==> src/rtl/ps2md_pkg.sv <==
// Shared types and constants for the PS/2 mouse packet decoder.
package ps2md_pkg;

  localparam int KIND_W     = 2;
  localparam int BYTE_W     = 8;
  localparam int OUT_POS_W  = 12;
  localparam int CFG_DATA_W = 13;
  localparam int CFG_IDX_W  = 1;

  localparam logic [KIND_W-1:0] KIND_BYTE  = 2'd0;
  localparam logic [KIND_W-1:0] KIND_CLICK = 2'd1;
  localparam logic [KIND_W-1:0] KIND_HOME  = 2'd2;

  localparam logic [CFG_IDX_W-1:0] CFG_SCREEN_WIDTH  = 1'd0;
  localparam logic [CFG_IDX_W-1:0] CFG_SCREEN_HEIGHT = 1'd1;

  localparam logic [CFG_DATA_W-1:0] RESET_WIDTH  = 13'd1024;
  localparam logic [CFG_DATA_W-1:0] RESET_HEIGHT = 13'd768;
  localparam int RESET_X = 512;
  localparam int RESET_Y = 384;

  localparam logic [BYTE_W-1:0] HDR_LEFT  = 8'h01;
  localparam logic [BYTE_W-1:0] HDR_RIGHT = 8'h02;
  localparam logic [BYTE_W-1:0] HDR_SYNC  = 8'h08;
  localparam logic [BYTE_W-1:0] HDR_XSIGN = 8'h10;
  localparam logic [BYTE_W-1:0] HDR_YSIGN = 8'h20;
  localparam logic [BYTE_W-1:0] HDR_OVF   = 8'hC0;

  localparam int DELTA_W = 10;
  typedef logic signed [DELTA_W-1:0] delta_t;

endpackage

==> src/rtl/ps2md_if.sv <==
// Valid/ready channel interfaces for decoder events and results.
interface ps2md_in_if
  import ps2md_pkg::*;
  ();
  logic              valid;
  logic              ready;
  logic [KIND_W-1:0] kind;
  logic              from_aux;
  logic [BYTE_W-1:0] data_byte;

  modport source (output valid, kind, from_aux, data_byte, input ready);
  modport sink   (input valid, kind, from_aux, data_byte, output ready);
endinterface

interface ps2md_out_if
  import ps2md_pkg::*;
  ();
  logic                 valid;
  logic                 ready;
  logic [OUT_POS_W-1:0] cursor_x;
  logic [OUT_POS_W-1:0] cursor_y;
  logic                 left_down;
  logic                 right_down;
  logic                 click_taken;
  logic                 packet_done;
  logic                 overflow_dropped;
  logic                 byte_ignored;

  modport source (output valid, cursor_x, cursor_y, left_down, right_down, click_taken,
                  packet_done, overflow_dropped, byte_ignored, input ready);
  modport sink   (input valid, cursor_x, cursor_y, left_down, right_down, click_taken,
                  packet_done, overflow_dropped, byte_ignored, output ready);
endinterface

==> src/rtl/ps2md_move.sv <==
// Adds a signed delta to a cursor coordinate and clamps it to [0, size-1].
module ps2md_move
  import ps2md_pkg::*;
#(
  parameter int PW = 12,
  parameter int EW = 13
) (
  input  logic [PW-1:0] pos,
  input  delta_t        delta,
  input  logic [EW-1:0] size,
  output logic [PW-1:0] pos_new
);

  localparam int CW = ((PW > EW) ? PW : EW) + 2;

  logic signed [CW-1:0] sum;
  logic signed [CW-1:0] size_s;

  assign sum    = $signed(CW'(pos)) + CW'(delta);
  assign size_s = $signed(CW'(size));

  always_comb begin
    if (sum < 0) begin
      pos_new = '0;
    end else if (sum >= size_s) begin
      pos_new = PW'(size - EW'(1));
    end else begin
      pos_new = PW'(sum);
    end
  end

endmodule

==> src/rtl/ps2_mouse_packet_decoder.sv <==
// Top level of the PS/2 mouse three-byte packet decoder.
//
//   channel  | direction | payload
//   in_ch    | sink      | kind, from_aux, data_byte
//   out_ch   | source    | cursor_x, cursor_y, buttons, click and packet flags
//   cfg_*    | write     | screen_width (index 0), screen_height (index 1)
//
// One beat is accepted every cycle while in_ch.ready is high; its result is registered.
// The input register and the result register are the two stages of the path.
// A stalled result holds the result register, and the input register then holds the
// next beat; in_ch.ready drops only when both are full.
// Reset is synchronous; there is no clearing pass.
module ps2_mouse_packet_decoder
  import ps2md_pkg::*;
#(
  parameter int COORD_BITS = 12
) (
  input  logic                  clk,
  input  logic                  rst_n,
  ps2md_in_if.sink              in_ch,
  ps2md_out_if.source           out_ch,
  input  logic                  cfg_we,
  input  logic [CFG_IDX_W-1:0]  cfg_index,
  input  logic [CFG_DATA_W-1:0] cfg_wdata
);

  localparam int PW = (COORD_BITS > OUT_POS_W) ? COORD_BITS : OUT_POS_W;
  localparam int EW = (COORD_BITS + 1 > CFG_DATA_W) ? COORD_BITS + 1 : CFG_DATA_W;
  localparam logic [EW-1:0] SIZE_LIM   = EW'(64'd1 << COORD_BITS);
  localparam logic [PW-1:0] COORD_MASK = PW'((64'd1 << COORD_BITS) - 64'd1);

  typedef enum logic [1:0] {
    PH_HEADER,
    PH_XDELTA,
    PH_YDELTA
  } phase_t;

  logic [CFG_DATA_W-1:0] width_r, height_r;

  logic              s1_valid_r;
  logic [KIND_W-1:0] s1_kind_r;
  logic              s1_aux_r;
  logic [BYTE_W-1:0] s1_byte_r;

  phase_t            phase_r, phase_nxt;
  logic [BYTE_W-1:0] hdr_r, hdr_nxt;
  logic [BYTE_W-1:0] xb_r, xb_nxt;
  logic [PW-1:0]     ptr_x_r, ptr_x_nxt;
  logic [PW-1:0]     ptr_y_r, ptr_y_nxt;
  logic              left_r, left_nxt;
  logic              right_r, right_nxt;
  logic              latch_r, latch_nxt;

  logic taken, done, ovf, ign;

  logic                 out_valid_r;
  logic [OUT_POS_W-1:0] out_x_r, out_y_r;
  logic                 out_left_r, out_right_r;
  logic                 out_taken_r, out_done_r, out_ovf_r, out_ign_r;

  logic          advance;
  logic [EW-1:0] eff_w, eff_h;
  delta_t        dx, ndy;
  logic [PW-1:0] move_x, move_y;
  logic [PW-1:0] masked_x, masked_y;

  assign advance     = s1_valid_r && (!out_valid_r || out_ch.ready);
  assign in_ch.ready = !s1_valid_r || advance;

  always_comb begin
    if (width_r == '0) begin
      eff_w = EW'(1);
    end else if (EW'(width_r) > SIZE_LIM) begin
      eff_w = SIZE_LIM;
    end else begin
      eff_w = EW'(width_r);
    end
    if (height_r == '0) begin
      eff_h = EW'(1);
    end else if (EW'(height_r) > SIZE_LIM) begin
      eff_h = SIZE_LIM;
    end else begin
      eff_h = EW'(height_r);
    end
  end

  assign dx  = $signed({{(DELTA_W - BYTE_W){|(hdr_r & HDR_XSIGN)}}, xb_r});
  assign ndy = -$signed({{(DELTA_W - BYTE_W){|(hdr_r & HDR_YSIGN)}}, s1_byte_r});

  ps2md_move #(.PW(PW), .EW(EW)) u_move_x (
    .pos     (ptr_x_r),
    .delta   (dx),
    .size    (eff_w),
    .pos_new (move_x)
  );

  ps2md_move #(.PW(PW), .EW(EW)) u_move_y (
    .pos     (ptr_y_r),
    .delta   (ndy),
    .size    (eff_h),
    .pos_new (move_y)
  );

  always_comb begin
    phase_nxt = phase_r;
    hdr_nxt   = hdr_r;
    xb_nxt    = xb_r;
    ptr_x_nxt = ptr_x_r;
    ptr_y_nxt = ptr_y_r;
    left_nxt  = left_r;
    right_nxt = right_r;
    latch_nxt = latch_r;
    taken     = 1'b0;
    done      = 1'b0;
    ovf       = 1'b0;
    ign       = 1'b0;
    unique case (s1_kind_r)
      KIND_BYTE: begin
        if (!s1_aux_r) begin
          ign = 1'b1;
        end else begin
          unique case (phase_r)
            PH_HEADER: begin
              if ((s1_byte_r & HDR_SYNC) == '0) begin
                ign = 1'b1;
              end else begin
                hdr_nxt   = s1_byte_r;
                phase_nxt = PH_XDELTA;
              end
            end
            PH_XDELTA: begin
              xb_nxt    = s1_byte_r;
              phase_nxt = PH_YDELTA;
            end
            default: begin
              phase_nxt = PH_HEADER;
              done      = 1'b1;
              left_nxt  = |(hdr_r & HDR_LEFT);
              right_nxt = |(hdr_r & HDR_RIGHT);
              if (left_nxt && !left_r) begin
                latch_nxt = 1'b1;
              end
              if ((hdr_r & HDR_OVF) != '0) begin
                ovf = 1'b1;
              end else begin
                ptr_x_nxt = move_x;
                ptr_y_nxt = move_y;
              end
            end
          endcase
        end
      end
      KIND_CLICK: begin
        taken     = latch_r;
        latch_nxt = 1'b0;
      end
      KIND_HOME: begin
        ptr_x_nxt = PW'(eff_w >> 1);
        ptr_y_nxt = PW'(eff_h >> 1);
        phase_nxt = PH_HEADER;
      end
      default: begin
      end
    endcase
  end

  assign masked_x = ptr_x_nxt & COORD_MASK;
  assign masked_y = ptr_y_nxt & COORD_MASK;

  always_ff @(posedge clk) begin
    if (!rst_n) begin
      width_r  <= RESET_WIDTH;
      height_r <= RESET_HEIGHT;
    end else if (cfg_we) begin
      case (cfg_index)
        CFG_SCREEN_WIDTH:  width_r  <= cfg_wdata;
        CFG_SCREEN_HEIGHT: height_r <= cfg_wdata;
        default: begin
        end
      endcase
    end
  end

  always_ff @(posedge clk) begin
    if (!rst_n) begin
      s1_valid_r <= 1'b0;
    end else if (in_ch.ready) begin
      s1_valid_r <= in_ch.valid;
    end
  end

  always_ff @(posedge clk) begin
    if (in_ch.ready && in_ch.valid) begin
      s1_kind_r <= in_ch.kind;
      s1_aux_r  <= in_ch.from_aux;
      s1_byte_r <= in_ch.data_byte;
    end
  end

  always_ff @(posedge clk) begin
    if (!rst_n) begin
      phase_r <= PH_HEADER;
      hdr_r   <= '0;
      xb_r    <= '0;
      ptr_x_r <= PW'(RESET_X);
      ptr_y_r <= PW'(RESET_Y);
      left_r  <= 1'b0;
      right_r <= 1'b0;
      latch_r <= 1'b0;
    end else if (advance) begin
      phase_r <= phase_nxt;
      hdr_r   <= hdr_nxt;
      xb_r    <= xb_nxt;
      ptr_x_r <= ptr_x_nxt;
      ptr_y_r <= ptr_y_nxt;
      left_r  <= left_nxt;
      right_r <= right_nxt;
      latch_r <= latch_nxt;
    end
  end

  always_ff @(posedge clk) begin
    if (!rst_n) begin
      out_valid_r <= 1'b0;
    end else if (advance) begin
      out_valid_r <= 1'b1;
    end else if (out_ch.ready) begin
      out_valid_r <= 1'b0;
    end
  end

  always_ff @(posedge clk) begin
    if (advance) begin
      out_x_r     <= masked_x[OUT_POS_W-1:0];
      out_y_r     <= masked_y[OUT_POS_W-1:0];
      out_left_r  <= left_nxt;
      out_right_r <= right_nxt;
      out_taken_r <= taken;
      out_done_r  <= done;
      out_ovf_r   <= ovf;
      out_ign_r   <= ign;
    end
  end

  assign out_ch.valid            = out_valid_r;
  assign out_ch.cursor_x         = out_x_r;
  assign out_ch.cursor_y         = out_y_r;
  assign out_ch.left_down        = out_left_r;
  assign out_ch.right_down       = out_right_r;
  assign out_ch.click_taken      = out_taken_r;
  assign out_ch.packet_done      = out_done_r;
  assign out_ch.overflow_dropped = out_ovf_r;
  assign out_ch.byte_ignored     = out_ign_r;

endmodule

==> src/flat_wrapper.sv <==
// flat-port wrapper written by rule: the top's interface ports become plain ports
module ps2_mouse_packet_decoder_flat import ps2md_pkg::*;
#(
  parameter int COORD_BITS = 12
)
  (clk, rst_n, cfg_we, cfg_index, cfg_wdata, in_ch_valid, in_ch_kind, in_ch_from_aux, in_ch_data_byte, in_ch_ready, out_ch_valid, out_ch_cursor_x, out_ch_cursor_y, out_ch_left_down, out_ch_right_down, out_ch_click_taken, out_ch_packet_done, out_ch_overflow_dropped, out_ch_byte_ignored, out_ch_ready);
  ps2md_in_if in_ch_i ();
  ps2md_out_if out_ch_i ();
  input  logic clk;
  input  logic rst_n;
  input  logic cfg_we;
  input  logic [CFG_IDX_W-1:0] cfg_index;
  input  logic [CFG_DATA_W-1:0] cfg_wdata;
  input wire logic [$bits(in_ch_i.valid)-1:0] in_ch_valid;
  input wire logic [$bits(in_ch_i.kind)-1:0] in_ch_kind;
  input wire logic [$bits(in_ch_i.from_aux)-1:0] in_ch_from_aux;
  input wire logic [$bits(in_ch_i.data_byte)-1:0] in_ch_data_byte;
  output wire logic [$bits(in_ch_i.ready)-1:0] in_ch_ready;
  output wire logic [$bits(out_ch_i.valid)-1:0] out_ch_valid;
  output wire logic [$bits(out_ch_i.cursor_x)-1:0] out_ch_cursor_x;
  output wire logic [$bits(out_ch_i.cursor_y)-1:0] out_ch_cursor_y;
  output wire logic [$bits(out_ch_i.left_down)-1:0] out_ch_left_down;
  output wire logic [$bits(out_ch_i.right_down)-1:0] out_ch_right_down;
  output wire logic [$bits(out_ch_i.click_taken)-1:0] out_ch_click_taken;
  output wire logic [$bits(out_ch_i.packet_done)-1:0] out_ch_packet_done;
  output wire logic [$bits(out_ch_i.overflow_dropped)-1:0] out_ch_overflow_dropped;
  output wire logic [$bits(out_ch_i.byte_ignored)-1:0] out_ch_byte_ignored;
  input wire logic [$bits(out_ch_i.ready)-1:0] out_ch_ready;
  assign in_ch_i.valid = in_ch_valid;
  assign in_ch_i.kind = in_ch_kind;
  assign in_ch_i.from_aux = in_ch_from_aux;
  assign in_ch_i.data_byte = in_ch_data_byte;
  assign in_ch_ready = in_ch_i.ready;
  assign out_ch_valid = out_ch_i.valid;
  assign out_ch_cursor_x = out_ch_i.cursor_x;
  assign out_ch_cursor_y = out_ch_i.cursor_y;
  assign out_ch_left_down = out_ch_i.left_down;
  assign out_ch_right_down = out_ch_i.right_down;
  assign out_ch_click_taken = out_ch_i.click_taken;
  assign out_ch_packet_done = out_ch_i.packet_done;
  assign out_ch_overflow_dropped = out_ch_i.overflow_dropped;
  assign out_ch_byte_ignored = out_ch_i.byte_ignored;
  assign out_ch_i.ready = out_ch_ready;
  ps2_mouse_packet_decoder #(.COORD_BITS(COORD_BITS)) u_core (.clk(clk), .rst_n(rst_n), .in_ch(in_ch_i), .out_ch(out_ch_i), .cfg_we(cfg_we), .cfg_index(cfg_index), .cfg_wdata(cfg_wdata));
endmodule
==> config.mk <==
export PLATFORM = sky130hd
export DESIGN_NAME = ps2_mouse_packet_decoder_flat
export DESIGN_NICKNAME = d
export VERILOG_FILES = /design/src/rtl/ps2md_pkg.sv /design/src/rtl/ps2md_if.sv /design/src/rtl/ps2md_move.sv /design/src/rtl/ps2_mouse_packet_decoder.sv /design/src/flat_wrapper.sv
export SDC_FILE = /design/constraint.sdc
export NUM_CORES = 1
export LEC_CHECK = 0
export ABC_AREA = 1
export BUFFER_PORTS_ARGS = -buffer_cell sky130_fd_sc_hd__buf_2
export CORE_MARGIN = 4
export CORE_UTILIZATION = 37
export DETAILED_ROUTE_END_ITERATION = 10
export PLACE_DENSITY = 0.63
export SETUP_SLACK_MARGIN = 0.2
export SLEW_MARGIN = 20
export SYNTH_ARGS = -nofsm -noshare
export SYNTH_HDL_FRONTEND = slang
export SYNTH_SLANG_ARGS = --single-unit
==> constraint.sdc <==
create_clock -name clk -period 3.4 [get_ports clk]
set_input_delay 1.02 -clock clk [delete_from_list [all_inputs] [get_ports clk]]
set_output_delay 1.02 -clock clk [all_outputs]
set_load 0.01 [all_outputs]
# [Word-level counts from Yosys, hierarchy flattened]
# Index checks and enable logic that the tools add are counted.
[word_totals] register_bits=114 in_bits=30 output_inout_bits=32 elab_cells=108
[classes] add_sub_neg=5 magnitude_cmp=6 n_eq_ne=7 mux=37 n_bitwise=4 n_reduce_logical=26
[op_table] op="$mux W12" count=10
[op_table] op="$mux W13" count=4
[op_table] op="$pmux W12 S2" count=2
[op_table] op="$ge A14 B14 Y1" count=2
[op_table] op="$lt A14 B1 Y1 const B" count=2
[op_table] op="$gt A13 B13 Y1 const B" count=2
[op_table] op="$logic_not A13 Y1" count=2
[op_table] op="$sub A12 B1 Y12 const B" count=2
[op_table] op="$mux W1" count=16
[op_table] op="$add A13 B10 Y14" count=1
[op_table] op="$add A13 B9 Y14" count=1
[op_table] op="$neg A9 Y10" count=1
[op_table] op="$reduce_and A5 Y1" count=2
[op_table] op="$logic_not A8 Y1" count=1
[op_table] op="$pmux W2 S2" count=2
[op_table] op="$reduce_and A4 Y1" count=2
[op_table] op="$reduce_bool A8 Y1" count=1
[op_table] op="$reduce_and A2 Y1" count=3
[op_table] op="$reduce_bool A2 Y1" count=3
[op_table] op="$eq A2 B1 Y1 const B" count=2
[op_table] op="$logic_not A2 Y1" count=2
[op_table] op="$mux W2" count=2
[op_table] op="$ne A2 B1 Y1 const B" count=2
[op_table] op="$not A1 Y1" count=4
[op_table] op="other kinds (9)" count=14

# [Longest topological paths before layout]
# Gate-level depths: netlist of the first run.
[logic_depth] depth_word=10 depth_mapped=30 ltp_nobuf=29

# [Modules after synthesis]
# From an unflattened synthesis of the first run, not the netlist that was laid out.
[hier_totals] hier_cells=1132 area_unflattened_um2=8051.5
[modules_own_cells] mod="ps2_mouse_packet_decoder" n_inst=1 cells_per_inst=613 area_each_um2=4983.5 seq_area_each_um2=2652.5
[modules_own_cells] mod="ps2md_move at u_core.u_move_x" n_inst=1 cells_per_inst=258 area_each_um2=1536.5 seq_area_each_um2=0.0
[modules_own_cells] mod="ps2md_move at u_core.u_move_y" n_inst=1 cells_per_inst=261 area_each_um2=1531.5 seq_area_each_um2=0.0

# [Worst setup path after synthesis of the first run]
# OpenSTA, ideal clock, no wires.
[synth_timing] path_kind="register -> register" from="reg u_core.ptr_y_r[0]" to="reg u_core.out_y_r[3], in the netlist u_core.out_ch.cursor_y[3], data pin" setup_time_ns=0.252 t_arrival_ns=2.995 required_ns=3.148 setup_slack_ns=0.153 stages_incl_launch_ff=27 n_path_buf=1 synth_period_minus_slack_ns=3.247 cell_sequence="dfxtp_1 inv_1 ha_1 fa_1 inv_1 a21o_1 nand2_1 nand2_1 xor2_1 inv_1 ha_1 nand2_1 o21a_1 nand2_1 nand2_1 nand2_1 nand2_1 nand2_1 nand2_4 buf_6 nand2_1 nand3_1 nand2_1 nand2_1 nand2_1 nand2_1 inv_1"
[synth_via] elab_chain_len=8 word_cells_on_any_way=9 classes_between="add/sub: 1; order compare: 2; mux: 6"
[synth_lines] item="start: declaration" line_no="ps2_mouse_packet_decoder.sv:49" text="logic [PW-1:0] ptr_y_r, ptr_y_nxt;"
[synth_lines] item="start signal: assignment" line_no="ps2_mouse_packet_decoder.sv:206" text="ptr_y_r <= PW'(RESET_Y);"
[synth_lines] item="start signal: assignment" line_no="ps2_mouse_packet_decoder.sv:215" text="ptr_y_r <= ptr_y_nxt;"
[synth_lines] item="$add A13 B10 Y14 *" line_no="ps2md_move.sv:19" text="assign sum = $signed(CW'(pos)) + CW'(delta);"
[synth_lines] item="$ge A14 B14 Y1" line_no="ps2md_move.sv:25" text="end else if (sum >= size_s) begin"
[synth_lines] item="$mux W12" line_no="ps2md_move.sv:25"
[synth_lines] item="$mux W12 *" line_no="ps2md_move.sv:23" text="if (sum < 0) begin"
[synth_lines] item="$mux W12 *" line_no="ps2_mouse_packet_decoder.sv:143" text="if ((hdr_r & HDR_OVF) != '0) begin"
[synth_lines] item="$mux W12 *" line_no="ps2_mouse_packet_decoder.sv:122" text="unique case (phase_r)"
[synth_lines] item="$mux W12 *" line_no="ps2_mouse_packet_decoder.sv:119" text="if (!s1_aux_r) begin"
[synth_lines] item="$pmux W12 S2 *" line_no="ps2_mouse_packet_decoder.sv:117" text="unique case (s1_kind_r)"
[synth_lines] item="via u_core.masked_y[3]" line_no="ps2_mouse_packet_decoder.sv:65" text="logic [PW-1:0] masked_x, masked_y;"
[synth_lines] item="end signal: assignment" line_no="ps2_mouse_packet_decoder.sv:235" text="out_y_r <= masked_y[OUT_POS_W-1:0];"
[synth_lines] item="end: declaration" line_no="ps2_mouse_packet_decoder.sv:57" text="logic [OUT_POS_W-1:0] out_x_r, out_y_r;"
# The timed path passes the listed nets; every way through them passes the cells marked *.
# A chain may end at the register's enable or synchronous reset.

# [Worst setup path after layout of the first run]
[layout_timing] from="reg u_core.s1_byte_r[3]" to="reg u_core.out_y_r[6], in the netlist u_core.out_ch.cursor_y[6], data pin"
[layout_via] elab_chain_len=9 word_cells_on_any_way=10 classes_between="add/sub: 2; order compare: 2; mux: 6"
[layout_lines] item="start: declaration" line_no="ps2_mouse_packet_decoder.sv:43" text="logic [BYTE_W-1:0] s1_byte_r;"
[layout_lines] item="start signal: assignment" line_no="ps2_mouse_packet_decoder.sv:196" text="s1_byte_r <= in_ch.data_byte;"
[layout_lines] item="$neg A9 Y10 *" line_no="ps2_mouse_packet_decoder.sv:88" text="assign ndy = -$signed({{(DELTA_W - BYTE_W){|(hdr_r & HDR_YSIGN)}}, s1_byte_r});"
[layout_lines] item="$add A13 B10 Y14 *" line_no="ps2md_move.sv:19"
[layout_lines] item="$ge A14 B14 Y1" line_no="ps2md_move.sv:25"
[layout_lines] item="$mux W12" line_no="ps2md_move.sv:25"
[layout_lines] item="$mux W12 *" line_no="ps2md_move.sv:23"
[layout_lines] item="$mux W12 *" line_no="ps2_mouse_packet_decoder.sv:143"
[layout_lines] item="$mux W12 *" line_no="ps2_mouse_packet_decoder.sv:122"
[layout_lines] item="$mux W12 *" line_no="ps2_mouse_packet_decoder.sv:119"
[layout_lines] item="$pmux W12 S2 *" line_no="ps2_mouse_packet_decoder.sv:117"
[layout_lines] item="via u_core.masked_y[6]" line_no="ps2_mouse_packet_decoder.sv:65"
# Marked as above.

==> run summary, run 1 <==
Tot Pwr -> 4050 uW
Clock root buffer -> clkbuf_16
DP Cell Count -> 1503
CTS Hold Bufs -> 0
Yosys warning total -> 0
CP endpoint kind -> flop
Final setup fails -> 0
Worst Hold Class -> reg -> reg
Sequential area share after synthesis -> 33.8%
LEAKAGE -> 0.00483 uW
Die H -> 154 um
Most frequent cell after synthesis -> nand2_1
Fin crit share -> 96.0%
Vias post-DR -> 7889
Gr ovfl total -> 0
Largest net degree at the start of global routing -> 69
Synthesized instance count -> 1143
Top Ports -> 62
Slew @ Worst Pin -> 0.979 ns
Crit-path cells -> inv_2 > ha_4 > nand2_4 > buf_4 > buf_4 > nor4_4 > nand2_1 > nand3_2 > xor2_2 > inv_1 > ha_1 > a21oi_1 > nand2_1 > nand2_2 > nand2_4 > nand2_8 > nand2_1 > nand3_1 > nand2_1 > nand2_1 > nand2_1 > nand2_1 > inv_1
Antenna Cells -> 0
Setup crit start kind -> flop
Synth Register Bits -> 112
Fin cells -> 1540
Starting density of the core -> 37.5%
DRT iter0 DRCs -> 643
DIE WIDTH -> 154 um
CTS Sinks -> 112
Synth unique cells -> 44
Via density -> 5.12
Syn_nets -> 1229
Net count reported at finish -> 1346
Die Area -> 23600 um2
First-pass GRT wire length -> 38700 um
Area Growth Syn to Fin -> 30.2%
Mapped cell area -> 7850 um2
CP max stage cell -> edfxtp_1
# fillers -> 2048
Primary FF master, synth -> dfxtp_1
All-Layer GR Usage -> 20.4%
Clock Skews -> 0.00956 ns
Yosys top cell by area -> dfxtp_1
Mean post-synth cell area -> 6.87 um2
Peak supply drop -> 0.000276 V
Skew-Pair Late Insertion Delay -> 0.36 ns
Clock-pin slew on the worst setup and hold paths -> 0.08 ns
Final Hold Vio Count -> 0
Vias in the first global route -> 7219
CP delay by family, top -> simple AND/OR/NAND/NOR gates
WP data arrival -> 3.39 ns
Yosys top cell area share -> 18.1%
H-tree Lvls -> 3
# port buffers -> 61
Drt pass-1 iters -> 6
Fmax -> 307 MHz
Max_cap viols -> 0
Core Area -> 21000 um2
Pwr per Cell Area -> 396 nW/um2
Fraction of layout cells with a size suffix above 1 -> 29.2%
DRC Markers -> 0
Most frequent CP cell -> nand2_1
Drt wl/cell -> 16.1 um
Post-synth EDFFs -> 41
CP max stage delay -> 0.37 ns
CTS tree -> done
Largest cells by area after synthesis -> dfxtp_1 (18%), nand2_1 (16%), edfxtp_1 (16%), inv_1 (8.7%), ha_1 (8.6%)
Final worst path period need -> 3.26 ns
Total CTS buffers -> 9
Clk buf depth -> 2
Routed Antenna Nets -> 0
Crit Path Max Fanout -> 7
RePlAce Congestion -> 0.953
Worst Setup Path Type -> reg -> reg
Slew headroom -> 34.7%
WP data required -> 3.53 ns
Status -> completed
Num rows -> 53
Initial antenna violation count -> 1
CP bufs+invs -> 5
Ys async rst share -> 0%
Commonest cells post-synth -> nand2_1 (330), inv_1 (181), nor2_1 (81)
Drt total wl -> 24800 um
RSZ-0062 raised after global routing -> yes
Final Slew Violations -> 0
Detailed placer's ending HPWL -> 17900 um
## kinds of logic (layout without fill, tap and decap cells)
| kind of cell | count (synthesis) | count (layout) | share of synthesized area [%] |
|---|---|---|---|
| xor gates and xnor gates | 30 | 30 | 3.35 |
| AOI/OAI and AO/OA | 203 | 203 | 15.3 |
| DFF | 112 | 112 | 33.8 |
| and+or+nand+nor | 519 | 522 | 27.5 |
| adders and majority gates | 56 | 56 | 9.12 |
| buffers and inverters | 223 | 342 | 11.0 |
## power by group
part           total (uW)  leakage (uW)  switching, uW  internal (uW)
sequential           1530      0.000981           62.9           1470
combinational        1460       0.00371            894            562
clock                1060      0.000142            543            518
## flip-flops by register name, indices dropped and copies added (netlist names), 2 cells and up
signal,cells
u_core.phase_r,2
u_core.height_r,13
u_core.out_ch.cursor_x,12
u_core.width_r,13
u_core.s1_byte_r,8
u_core.hdr_r,6
u_core.ptr_y_r,12
u_core.ptr_x_r,12
u_core.s1_kind_r,2
u_core.out_ch.cursor_y,12
u_core.xb_r,8
## cell usage in the layout (no fill, tap or decap), types with 9 or more instances in the layout
master and instances:
ha_4 22, a21oi_1 54, a21oi_2 24, inv_1 161
clkbuf_16 9, o221ai_1 14, xor2_2 11, nand2_2 49
inv_2 30, edfxtp_1 41, nand2_4 10, nand3_2 32
nand2_1 282, nand4_1 10, xor2_1 11, nand3_1 38
buf_4 65, nor2_1 78, ha_1 32, o21ai_0 59
dfxtp_1 63, o21ai_1 10, buf_2 61
## metal layers
metal  up-vias  GRT usage (%)  share of wire [%]
met2       311           31.1                 44
li1       3926              -                  -
met3        37           3.80                7.8
met1      3613           29.9                 46
met4         2           4.71                1.9
met5         -              0              0.052
## worst reg2reg max path, delay by kind of cell (launching register included)
family	cells	cell delay, ns
simple gates	14	1.27
fa+ha+maj	2	0.59
buf+inv	5	0.45
compound gates	1	0.14
flops	1	0.37
xor+xnor	1	0.21
## worst paths after layout
path | start | to | slack, ns | depth (start not counted)
setup / recovery | u_core.s1_byte_r[3] | u_core.out_ch.cursor_y[6] | 0.14 | 23
setup reg to reg | u_core.s1_byte_r[3] | u_core.out_ch.cursor_y[6] | 0.14 | 23
hold reg to reg | u_core.latch_r | u_core.latch_r | 0.48 | 2
hold / removal | u_core.latch_r | u_core.latch_r | 0.48 | 2
## metrics by stage
stage,utilization (%),setup TNS [ns],setup WS (ns),hold WS (ns),cell area [um2]
finish,48.8,0,0.137,0.482,10200
floorplan,-,0,0.227,0.452,7850
detailed placement,41.9,-1.33,-0.134,0.471,8780
CTS,45.4,0,0.200,0.483,9510
global placement,41.9,-0.507,-0.0715,0.477,8780
global route,48.8,-1.25,-0.0776,0.498,10200
## timing repair
action                     CTS  global route
pin swaps                   28            85
setup buffers                8            10
resized for setup           71           149
setup endpoints to repair   48            48
gates cloned                 3             0
## cell type report
| cell class | instances | area, um2 | area share (%) |
|---|---|---|---|
| multi-input combinational | 811 | 5300 | 51.9 |
| sequential | 112 | 2670 | 26.1 |
| timing repair buffer | 133 | 881 | 8.62 |
| inverter | 193 | 737 | 7.21 |
| tap | 275 | 344 | 3.37 |
| clock buffer | 10 | 229 | 2.24 |
| clock inverter | 6 | 62.6 | 0.612 |
No activity file was read; power rests on OpenSTA's default activity.
==> run 2: changes to the inputs <==
- CELL_PAD_IN_SITES_DETAIL_PLACEMENT: default -> 0
- CELL_PAD_IN_SITES_GLOBAL_PLACEMENT: default -> 1
- PLACE_DENSITY: 0.63 -> 0.77
- clock period: 3.4 -> 3.8 ns (I/O delays scaled with it)
==> run summary, run 2 (synthesized netlist as in run 1, its figures left out) <==
CTS Sinks -> 112 (unchanged)
Gr ovfl total -> 0 (unchanged)
GRT Max-Usage Layer -> met2 (unchanged)
Drt pass-1 iters -> 5 (was 6)
Fmax -> 292 MHz (was 307 MHz)
Final Slew Violations -> 0 (unchanged)
Met3 Use GR -> 3.10% (was 3.80%)
LEAKAGE -> 0.00445 uW (was 0.00483 uW)
Total CTS buffers -> 9 (unchanged)
CP bufs+invs -> 3 (was 5)
Commonest cells after routing, fill and taps aside -> nand2_1 (327), inv_1 (176), nor2_1 (81) (was nand2_1 (282), inv_1 (161), nor2_1 (78))
Die Area -> 23600 um2 (unchanged)
Placed cell area -> 8500 um2 (was 8780 um2)
WP data arrival -> 3.54 ns (was 3.39 ns)
All-Layer GR Usage -> 19.9% (was 20.4%)
Commonest non-fill, non-tap cell in the layout -> nand2_1 (unchanged)
CP max stage delay -> 0.40 ns (was 0.37 ns)
Status -> completed (unchanged)
Post-route design area -> 8970 um2 (was 10200 um2)
CP endpoint kind -> flop (unchanged)
Slew @ Worst Pin -> 0.935 ns (was 0.979 ns)
Pwr per Cell Area -> 366 nW/um2 (was 396 nW/um2)
Drt total wl -> 23900 um (was 24800 um)
Net count reported at finish -> 1290 (was 1346)
H-tree Lvls -> 3 (unchanged)
Setup crit start kind -> flop (unchanged)
Starting density of the core -> 37.5% (unchanged)
Clk buf depth -> 2 (unchanged)
Vias in the first global route -> 6754 (was 7219)
Crit-path cells -> inv_1 > ha_1 > nand2_1 > o21ai_0 > a21o_1 > nand2_1 > nand2_1 > xor2_1 > inv_1 > ha_1 > nand2_1 > o21a_1 > nand2_1 > nand2_1 > nand2_1 > nand2_2 > nand2_4 > nand2_8 > inv_1 > nand3_1 > nand3_1 > nand2_1 > nand2_1 > nand2_1 (was inv_2 > ha_4 > nand2_4 > buf_4 > buf_4 > nor4_4 > nand2_1 > nand3_2 > xor2_2 > inv_1 > ha_1 > a21oi_1 > nand2_1 > nand2_2 > nand2_4 > nand2_8 > nand2_1 > nand3_1 > nand2_1 > nand2_1 > nand2_1 > nand2_1 > inv_1)
Via density -> 4.97 (was 5.12)
Clock root buffer -> clkbuf_16 (unchanged)
Routed Antenna Nets -> 0 (unchanged)
Post-layout util -> 42.8% (was 48.8%)
Num rows -> 53 (unchanged)
Skew-Pair Late Insertion Delay -> 0.36 ns (about the same)
CTS Hold Bufs -> 0 (unchanged)
Antenna Cells -> 0 (unchanged)
Max_cap viols -> 0 (unchanged)
CP delay by family, top -> simple AND/OR/NAND/NOR gates (unchanged)
Worst Hold Class -> reg -> reg (unchanged)
Clock-pin slew on the worst setup and hold paths -> 0.08 ns (about the same)
# port buffers -> 61 (unchanged)
Top Ports -> 62 (unchanged)
Fraction of layout cells with a size suffix above 1 -> 13.9% (was 29.2%)
Detailed placer's ending HPWL -> 18600 um (was 17900 um)
Hold_ws -> 0.486 ns (was 0.482 ns)
WP data required -> 3.92 ns (was 3.53 ns)
Die H -> 154 um (unchanged)
Postcts setup bufs -> 0 (was 8)
Fin crit share -> 90.0% (was 96.0%)
DRC Markers -> 0 (unchanged)
Final worst path period need -> 3.42 ns (was 3.26 ns)
First-pass GRT wire length -> 37400 um (was 38700 um)
Peak supply drop -> 0.000202 V (was 0.000276 V)
Largest net degree at the start of global routing -> 34 (was 69)
GR Layer Usage met1 -> 30.0% (was 29.9%)
Setup TNS -> 0 ns (unchanged)
Most frequent CP cell -> nand2_1 (unchanged)
Initial antenna violation count -> 0 (was 1)
RSZ-0062 raised after global routing -> yes (unchanged)
Final Hold Vio Count -> 0 (unchanged)
Worst Setup Path Type -> reg -> reg (unchanged)
RePlAce Congestion -> 0.943 (was 0.953)
Slew headroom -> 37.6% (was 34.7%)
CP max stage cell -> ha_1 (was edfxtp_1)
Clock Skews -> 0.00814 ns (was 0.00956 ns)
Final setup fails -> 0 (unchanged)
DIE WIDTH -> 154 um (unchanged)
Crit Path Max Fanout -> 7 (unchanged)
Met2 Use GR -> 30.5% (was 31.1%)
Area Growth Syn to Fin -> 14.2% (was 30.2%)
Core Area -> 21000 um2 (unchanged)
Drt wl/cell -> 16.1 um (about the same)
Vias post-DR -> 7378 (was 7889)
Regs by FF count -> u_core.height_r x13, u_core.width_r x13 (unchanged)
CTS tree -> done (unchanged)
DRT iter0 DRCs -> 535 (was 643)
==> run 2: area by class of cell <==
class                      count  area (um2)
fill                        2218       12000
clock inverter                 7        65.1
tap                          275         344
sequential                   112        2660
inverter                     193         724
clock buffer                   9         225
multi-input combinational    810        4500
timing repair buffer          78         445
==> run 2: stage by stage <==
stage	setup WS [ns]	cells	power (uW)
after floorplan	0.553	1143	2050
after detailed placement	0.125	1466	2300
after global placement	0.157	1466	2300
final	0.380	1484	3280
after global routing	0.168	1484	3510
after CTS	0.204	1482	3240
==> run 2: worst paths after layout <==
path	start	to	slack (ns)	cells past startpoint
max	u_core.s1_byte_r[5]	u_core.out_ch.cursor_y[11]	0.38	24
min	u_core.latch_r	u_core.latch_r	0.49	2
max reg2reg	u_core.s1_byte_r[5]	u_core.out_ch.cursor_y[11]	0.38	24
min reg2reg	u_core.latch_r	u_core.latch_r	0.49	2
==> run 2: power breakdown <==
group	internal, uW	switching [uW]	leakage, uW
Sequential	1320	57.0	0.000978
Clock	460	475	0.000139
Combinational	336	637	0.00333
Total	2110	1170	0.00445
==> run 2: what timing repair did <==
item,CTS,global route
setup endpoints to repair,18,48
pin swaps,0,4
gates cloned,0,2
endpoints found under the hold margin,0,0
gates resized for setup,1,36
==> run 2: per-layer routing <==
metal  share of wire [%]  vias to the layer above  wire, um
met4                 1.1                        0       264
met2                  43                      182     10400
met1                  51                     3364     12100
met5                   0                        -         0
met3                 4.9                       16      1170
li1                    -                     3816         -
==> run 2: worst register-to-register path, stage by stage, from the launching register on <==
cell,delay (ns)
edfxtp_1,0.34
inv_1,0.10
ha_1,0.40
nand2_1,0.09
o21ai_0,0.27
a21o_1,0.16
nand2_1,0.07
nand2_1,0.07
xor2_1,0.19
inv_1,0.06
ha_1,0.27
nand2_1,0.06
o21a_1,0.18
nand2_1,0.06
nand2_1,0.04
nand2_1,0.07
nand2_2,0.08
nand2_4,0.14
nand2_8,0.09
inv_1,0.11
nand3_1,0.08
nand3_1,0.10
nand2_1,0.05
nand2_1,0.07
nand2_1,0.05
